$ cat src/hw/rtl/cdt_pkg.sv
// Package for the countdown timer peripheral.
// Holds the action and register codes, control bit positions and reset values.
// No dependencies.
package cdt_pkg;

  localparam int unsigned WordW = 32;
  localparam int unsigned CtlW  = 8;
  localparam int unsigned PscW  = 8;

  typedef logic [WordW-1:0] word_t;
  typedef logic [CtlW-1:0]  ctl_t;
  typedef logic [PscW-1:0]  psc_t;

  typedef enum logic [1:0] {
    ACT_TICK  = 2'd0,
    ACT_READ  = 2'd1,
    ACT_WRITE = 2'd2
  } action_t;

  typedef enum logic [2:0] {
    REG_LOAD   = 3'd0,
    REG_VALUE  = 3'd1,
    REG_CTRL   = 3'd2,
    REG_CLEAR  = 3'd3,
    REG_RAW    = 3'd4,
    REG_MASKED = 3'd5,
    REG_BGLOAD = 3'd6
  } reg_index_t;

  // Bit positions in the control word.
  localparam int unsigned CtlEnableBit   = 7;
  localparam int unsigned CtlPeriodicBit = 6;
  localparam int unsigned CtlIntEnBit    = 5;
  localparam int unsigned CtlPscLsb      = 2;
  localparam int unsigned CtlSize32Bit   = 1;
  localparam int unsigned CtlOneShotBit  = 0;

  localparam logic [1:0] PSC_DIV1   = 2'b00;
  localparam logic [1:0] PSC_DIV16  = 2'b01;

  localparam psc_t PscLimDiv1   = 8'd0;
  localparam psc_t PscLimDiv16  = 8'd15;
  localparam psc_t PscLimDiv256 = 8'd255;

  localparam word_t WordMax  = 32'hFFFF_FFFF;
  localparam word_t HalfMask = 32'h0000_FFFF;
  localparam ctl_t  CtlReset = 8'h20;

endpackage

$ cat src/hw/rtl/cdt_in_if.sv
// Input channel of the countdown timer: one word is a tick, a read or a write.
// Depends on cdt_pkg.
interface cdt_in_if;
  import cdt_pkg::*;

  logic       valid;
  logic       ready;
  logic [1:0] action;
  logic [2:0] reg_index;
  word_t      write_data;

  modport source (output valid, output action, output reg_index, output write_data,
                  input ready);
  modport sink (input valid, input action, input reg_index, input write_data,
                output ready);
endinterface

$ cat src/hw/rtl/cdt_out_if.sv
// Result channel of the countdown timer: read data and the masked interrupt.
// Depends on cdt_pkg.
interface cdt_out_if;
  import cdt_pkg::*;

  logic  valid;
  logic  ready;
  word_t read_data;
  logic  irq;

  modport source (output valid, output read_data, output irq, input ready);
  modport sink (input valid, input read_data, input irq, output ready);
endinterface

$ cat src/hw/rtl/countdown_timer_peripheral.sv
// One channel of a dual countdown timer with load, value, control, clear,
// status and background load registers. Depends on cdt_pkg, cdt_in_if, cdt_out_if.
//
//   channel   direction  word contents
//   in_ch     input      action, reg_index, write_data
//   out_ch    output     read_data, irq
//
// Each accepted word updates the timer state and loads the output register in
// the same cycle, so one word is taken per clock unless out_ch stalls, and its
// result shows in the next cycle. The output register frees itself when
// out_ch.ready is high, so input is taken whenever the output is empty or being
// drained at that edge. Synchronous active-low reset restores the register reset
// values and empties the output register.
module countdown_timer_peripheral (
  input  logic clk,
  input  logic rst_n,
  cdt_in_if.sink    in_ch,
  cdt_out_if.source out_ch
);
  import cdt_pkg::*;

  word_t load_r, load_nxt;
  word_t count_r, count_nxt;
  ctl_t  ctl_r, ctl_nxt;
  logic  raw_r, raw_nxt;
  psc_t  psc_r, psc_nxt;

  logic  out_valid_r;
  word_t out_data_r, out_data_nxt;
  logic  out_irq_r, out_irq_nxt;

  logic  accept;
  psc_t  psc_lim;
  word_t size_mask;
  word_t cnt_masked;
  word_t cnt_dec;

  assign in_ch.ready = !out_valid_r || out_ch.ready;
  assign accept      = in_ch.valid && in_ch.ready;

  always_comb begin
    unique case (ctl_r[CtlPscLsb +: 2])
      PSC_DIV1:  psc_lim = PscLimDiv1;
      PSC_DIV16: psc_lim = PscLimDiv16;
      default:   psc_lim = PscLimDiv256;
    endcase
  end

  assign size_mask  = ctl_r[CtlSize32Bit] ? WordMax : HalfMask;
  assign cnt_masked = count_r & size_mask;
  assign cnt_dec    = (cnt_masked - 32'd1) & size_mask;

  always_comb begin
    load_nxt     = load_r;
    count_nxt    = count_r;
    ctl_nxt      = ctl_r;
    raw_nxt      = raw_r;
    psc_nxt      = psc_r;
    out_data_nxt = '0;
    unique case (in_ch.action)
      ACT_TICK: begin
        if (ctl_r[CtlEnableBit]) begin
          if (psc_r >= psc_lim) begin
            psc_nxt = '0;
            if (cnt_masked == '0) begin
              // Terminal count already reached: halt, reload or wrap.
              priority if (ctl_r[CtlOneShotBit]) begin
                count_nxt = '0;
              end else if (ctl_r[CtlPeriodicBit]) begin
                count_nxt = load_r & size_mask;
              end else begin
                count_nxt = size_mask;
              end
            end else begin
              count_nxt = cnt_dec;
              if (cnt_dec == '0) begin
                raw_nxt = 1'b1;
              end
            end
          end else begin
            psc_nxt = psc_r + 8'd1;
          end
        end
      end
      ACT_READ: begin
        unique case (in_ch.reg_index)
          REG_LOAD:   out_data_nxt = load_r;
          REG_VALUE:  out_data_nxt = count_r;
          REG_CTRL:   out_data_nxt = {{(WordW-CtlW){1'b0}}, ctl_r};
          REG_RAW:    out_data_nxt = {{(WordW-1){1'b0}}, raw_r};
          REG_MASKED: out_data_nxt = {{(WordW-1){1'b0}}, raw_r & ctl_r[CtlIntEnBit]};
          REG_BGLOAD: out_data_nxt = load_r;
          default:    out_data_nxt = '0;
        endcase
      end
      ACT_WRITE: begin
        unique case (in_ch.reg_index)
          REG_LOAD: begin
            load_nxt  = in_ch.write_data;
            count_nxt = in_ch.write_data;
            psc_nxt   = '0;
          end
          REG_CTRL:   ctl_nxt  = in_ch.write_data[CtlW-1:0];
          REG_CLEAR:  raw_nxt  = 1'b0;
          REG_BGLOAD: load_nxt = in_ch.write_data;
          default: ;
        endcase
      end
      default: ;
    endcase
    out_irq_nxt = raw_nxt & ctl_nxt[CtlIntEnBit];
  end

  always_ff @(posedge clk) begin
    if (!rst_n) begin
      load_r      <= '0;
      count_r     <= WordMax;
      ctl_r       <= CtlReset;
      raw_r       <= 1'b0;
      psc_r       <= '0;
      out_valid_r <= 1'b0;
    end else begin
      if (accept) begin
        load_r      <= load_nxt;
        count_r     <= count_nxt;
        ctl_r       <= ctl_nxt;
        raw_r       <= raw_nxt;
        psc_r       <= psc_nxt;
        out_valid_r <= 1'b1;
      end else if (out_ch.ready) begin
        out_valid_r <= 1'b0;
      end
    end
  end

  always_ff @(posedge clk) begin
    if (accept) begin
      out_data_r <= out_data_nxt;
      out_irq_r  <= out_irq_nxt;
    end
  end

  assign out_ch.valid     = out_valid_r;
  assign out_ch.read_data = out_data_r;
  assign out_ch.irq       = out_irq_r;

endmodule
$ cat src/flat_wrapper.sv
// flat-port wrapper written by rule: the top's interface ports become plain ports
module countdown_timer_peripheral_flat import cdt_pkg::*;
  (clk, rst_n, in_ch_valid, in_ch_action, in_ch_reg_index, in_ch_write_data, in_ch_ready, out_ch_valid, out_ch_read_data, out_ch_irq, out_ch_ready);
  cdt_in_if in_ch_i ();
  cdt_out_if out_ch_i ();
  input  logic clk;
  input  logic rst_n;
  input wire logic [$bits(in_ch_i.valid)-1:0] in_ch_valid;
  input wire logic [$bits(in_ch_i.action)-1:0] in_ch_action;
  input wire logic [$bits(in_ch_i.reg_index)-1:0] in_ch_reg_index;
  input wire logic [$bits(in_ch_i.write_data)-1:0] in_ch_write_data;
  output wire logic [$bits(in_ch_i.ready)-1:0] in_ch_ready;
  output wire logic [$bits(out_ch_i.valid)-1:0] out_ch_valid;
  output wire logic [$bits(out_ch_i.read_data)-1:0] out_ch_read_data;
  output wire logic [$bits(out_ch_i.irq)-1:0] out_ch_irq;
  input wire logic [$bits(out_ch_i.ready)-1:0] out_ch_ready;
  assign in_ch_i.valid = in_ch_valid;
  assign in_ch_i.action = in_ch_action;
  assign in_ch_i.reg_index = in_ch_reg_index;
  assign in_ch_i.write_data = in_ch_write_data;
  assign in_ch_ready = in_ch_i.ready;
  assign out_ch_valid = out_ch_i.valid;
  assign out_ch_read_data = out_ch_i.read_data;
  assign out_ch_irq = out_ch_i.irq;
  assign out_ch_i.ready = out_ch_ready;
  countdown_timer_peripheral u_core (.clk(clk), .rst_n(rst_n), .in_ch(in_ch_i), .out_ch(out_ch_i));
endmodule
$ cat config.mk
export PLATFORM = sky130hd
export DESIGN_NAME = countdown_timer_peripheral_flat
export DESIGN_NICKNAME = d
export VERILOG_FILES = /design/src/hw/rtl/cdt_pkg.sv /design/src/hw/rtl/cdt_in_if.sv /design/src/hw/rtl/cdt_out_if.sv /design/src/hw/rtl/countdown_timer_peripheral.sv /design/src/flat_wrapper.sv
export SDC_FILE = /design/constraint.sdc
export NUM_CORES = 1
export LEC_CHECK = 0
export BUFFER_PORTS_ARGS = -buffer_cell sky130_fd_sc_hd__buf_2
export CORE_UTILIZATION = 35
export DETAILED_ROUTE_END_ITERATION = 8
export PLACE_DENSITY = 0.52
export SYNTH_ARGS = -nofsm -noshare
export SYNTH_HDL_FRONTEND = slang
export SYNTH_SLANG_ARGS = --single-unit
$ cat constraint.sdc
create_clock -name clk -period 3.75 [get_ports clk]
set_input_delay 0.9375 -clock clk [delete_from_list [all_inputs] [get_ports clk]]
set_output_delay 0.9375 -clock clk [all_outputs]
set_load 0.01 [all_outputs]
==> flow_summary.toml <==
[global_route]
grt-ovfl-total = 0
grtUsageTotal = 0.214
grt_pass1_vias = 5920
grt_pass1_wl_um = 33000
antenna_found_initial = 0
grt_max_degree = 76

[power]
p_int_mw = 2.30
switchingPower_uw = 730
power_leakage_nw = 2.92
pwr-share-seq = 0.437
p_comb_frac = 0.071
power_density_nw_per_um2 = 380
ir_drop_mv = 0.321
swShare = 0.241
pwr-share-clk = 0.492

[clock_network]
cts-resized-gates = 0
cts_root_buffer = "clkbuf_16"
cts_setup_buffers = 0
tritoncts = "done"
clk_latency_ns = 0.42
cts.path.max_buffers = 2
clk_pin_slew_ns = 0.06
htree_levels = 4
hold_buffers = 0
cts_buffers = 17
clock-sinks = 115

[floorplan]
rows = 50
io_pins = 76
dieArea_sq_um = 20000
initial_utilization = 0.360
dieHeight_um = 141
core_sq_um = 18800
die_x_um = 141

[synthesis]
ys_warn_count = 0
synth_top_flop_cell = "dfxtp_1"
postSynthCellCount = 826
synth_seq_cells = 115
synth-edff-count = 33
synth_nets = 879
synthArstFlopShare = 0
synth_seq_area_share = 0.388
avgSynthCellArea_sq_um = 8.22
netlist_area_sq_um = 6790
synth.distinct_cells = 59

[outcome]
status = "completed"

[worst_setup_path]
critPathLaunchType = "flip-flop"
crit_type = "reg2reg"
path_max_fanout = 8
reg2regPathDepth = 9
critPathCaptureType = "flip-flop"
critPathArrivalTime_ns = 3.31
required_ns = 4.00

[route]
drt_pass1_iterations = 5
drt_iter0_markers = 461
wl_um = 20600
via_per_inst = 5.37
ant_nets = 0
vias = 6215
wl_per_cell_um = 17.8
drc_errors = 0

[timing]
rsz0062_at_grt = "no"
fmax_mhz = 326
worstMarginPinSlew_ns = 0.905
fin_setup_tns_ns = 0
maxSlewViolCount = 0
setup-violations-final = 0
relSlewSlack = 0.393
skew_ns = 0.00879
finalCritPeriodShare = 0.818
period_needed_ns = 3.07
hold_violations = 0

[placement]
port_buffers = 75
gp_congestion = 0.849
hpwl_um = 14400
place_area_sq_um = 7460

[worst_hold_path]
hold_depth = 2
hold_class = "reg2reg"

[layout]
layout-drive-gt1-share = 0.179
syn2layout_area_growth_pct = 17.7
final_design_area_no_fill_sq_um = 7990
diodes = 0
layout.nets = 938
final_common_cell = "nand2_1"
layout_common_cells = "nand2_1, nor2_1, dfxtp_1, buf_2, a21boi_0"

[flow_run]
drv_cap = 0
==> stage by stage <==
stage / worst slack, ns / power [mW] / cells / hold slack (ns) / utilization
after floorplan: 0.201 / 1.47 / 826 / 0.452 / -
after global placement: 0.698 / 1.57 / 1126 / 0.469 / 0.396
after detailed placement: 0.690 / 1.57 / 1126 / 0.477 / 0.396
after CTS: 0.688 / 3.06 / 1158 / 0.484 / 0.424
after global routing: 0.212 / 3.13 / 1158 / 0.497 / 0.424
final: 0.684 / 3.03 / 1158 / 0.485 / 0.424
==> registers in the layout, summed over array words and instances (netlist names) <==
signal	cells
u_core.count_r	32
u_core.load_r	32
u_core.out_ch.read_data	32
u_core.ctl_r	8
u_core.psc_r	8
u_core.out_ch.irq	1
u_core.out_ch.valid	1
u_core.raw_r	1
==> synthesized netlist by cell type, types with 14 or more instances <==
| cell | n | area share |
|---|---|---|
| clkbuf_1 | 54 | 0.030 |
| inv_1 | 17 | 0.0094 |
| o21ai_0 | 29 | 0.021 |
| dfxtp_1 | 82 | 0.24 |
| nor4_1 | 15 | 0.014 |
| a211oi_1 | 14 | 0.015 |
| a21boi_0 | 42 | 0.046 |
| nand2_1 | 130 | 0.072 |
| nor3_2 | 16 | 0.024 |
| edfxtp_1 | 33 | 0.15 |
| nor3_1 | 18 | 0.013 |
| a21oi_1 | 21 | 0.015 |
| o311ai_1 | 18 | 0.023 |
| a22oi_1 | 32 | 0.035 |
| nor2_1 | 101 | 0.056 |
| nor2b_1 | 30 | 0.028 |
==> power groups by stage <==
stage	combinational, mW	clock [mW]	sequential, mW
final	0.215	1.49	1.33
after global routing	0.236	1.57	1.33
after CTS	0.217	1.51	1.33
after detailed placement	0.216	0	1.35
after global placement	0.218	0	1.35
after floorplan	0.108	0	1.36
==> final timing paths <==
path | start | endpoint | slack, ns
hold reg to reg | u_core.load_r[26] | u_core.load_r[26] | 0.49
setup reg to reg | u_core.count_r[0] | u_core.out_ch.irq | 0.68
setup / recovery | u_core.count_r[0] | u_core.out_ch.irq | 0.68
hold / removal | u_core.load_r[26] | u_core.load_r[26] | 0.49
==> layer usage <==
metal / vias up / global-route usage / part of all wire
met5: - / 0 / 0
met4: 0 / 0.0738 / 0.014
met3: 18 / 0.0351 / 0.042
met2: 166 / 0.328 / 0.44
met1: 2949 / 0.303 / 0.50
li1: 3082 / - / -
==> kinds of logic (layout without fill, tap and decap cells) <==
logic type      Yosys count  count (layout)  synth area share
simple gates            384             384             0.281
mux                      14              14            0.0210
flops                   115             115             0.388
buf+inv                  81             153            0.0500
xor+xnor                 22              22            0.0284
compound gates          198             198             0.210
fa+ha+maj                12              12            0.0221
==> critical path: stages, from the launching register on <==
cell,delay (ns)
dfxtp_1,0.38
inv_1,0.14
ha_1,0.21
nor3b_1,0.56
nand2_1,0.29
nor4_1,0.35
mux2i_1,0.17
a2111oi_0,0.37
nand4_1,0.16
o31ai_1,0.25
==> area by class of cell <==
| cell class | instances | area [sq um] |
|---|---|---|
| fillers | 1928 | 10800 |
| multi-input cells | 630 | 3840 |
| flip-flops and latches | 115 | 2630 |
| repair buffers | 104 | 606 |
| clock buffers | 25 | 465 |
| well taps | 260 | 325 |
| inverters | 17 | 63.8 |
| clock inverters | 7 | 58.8 |
Note: power is estimated with default switching activity, not from simulation.
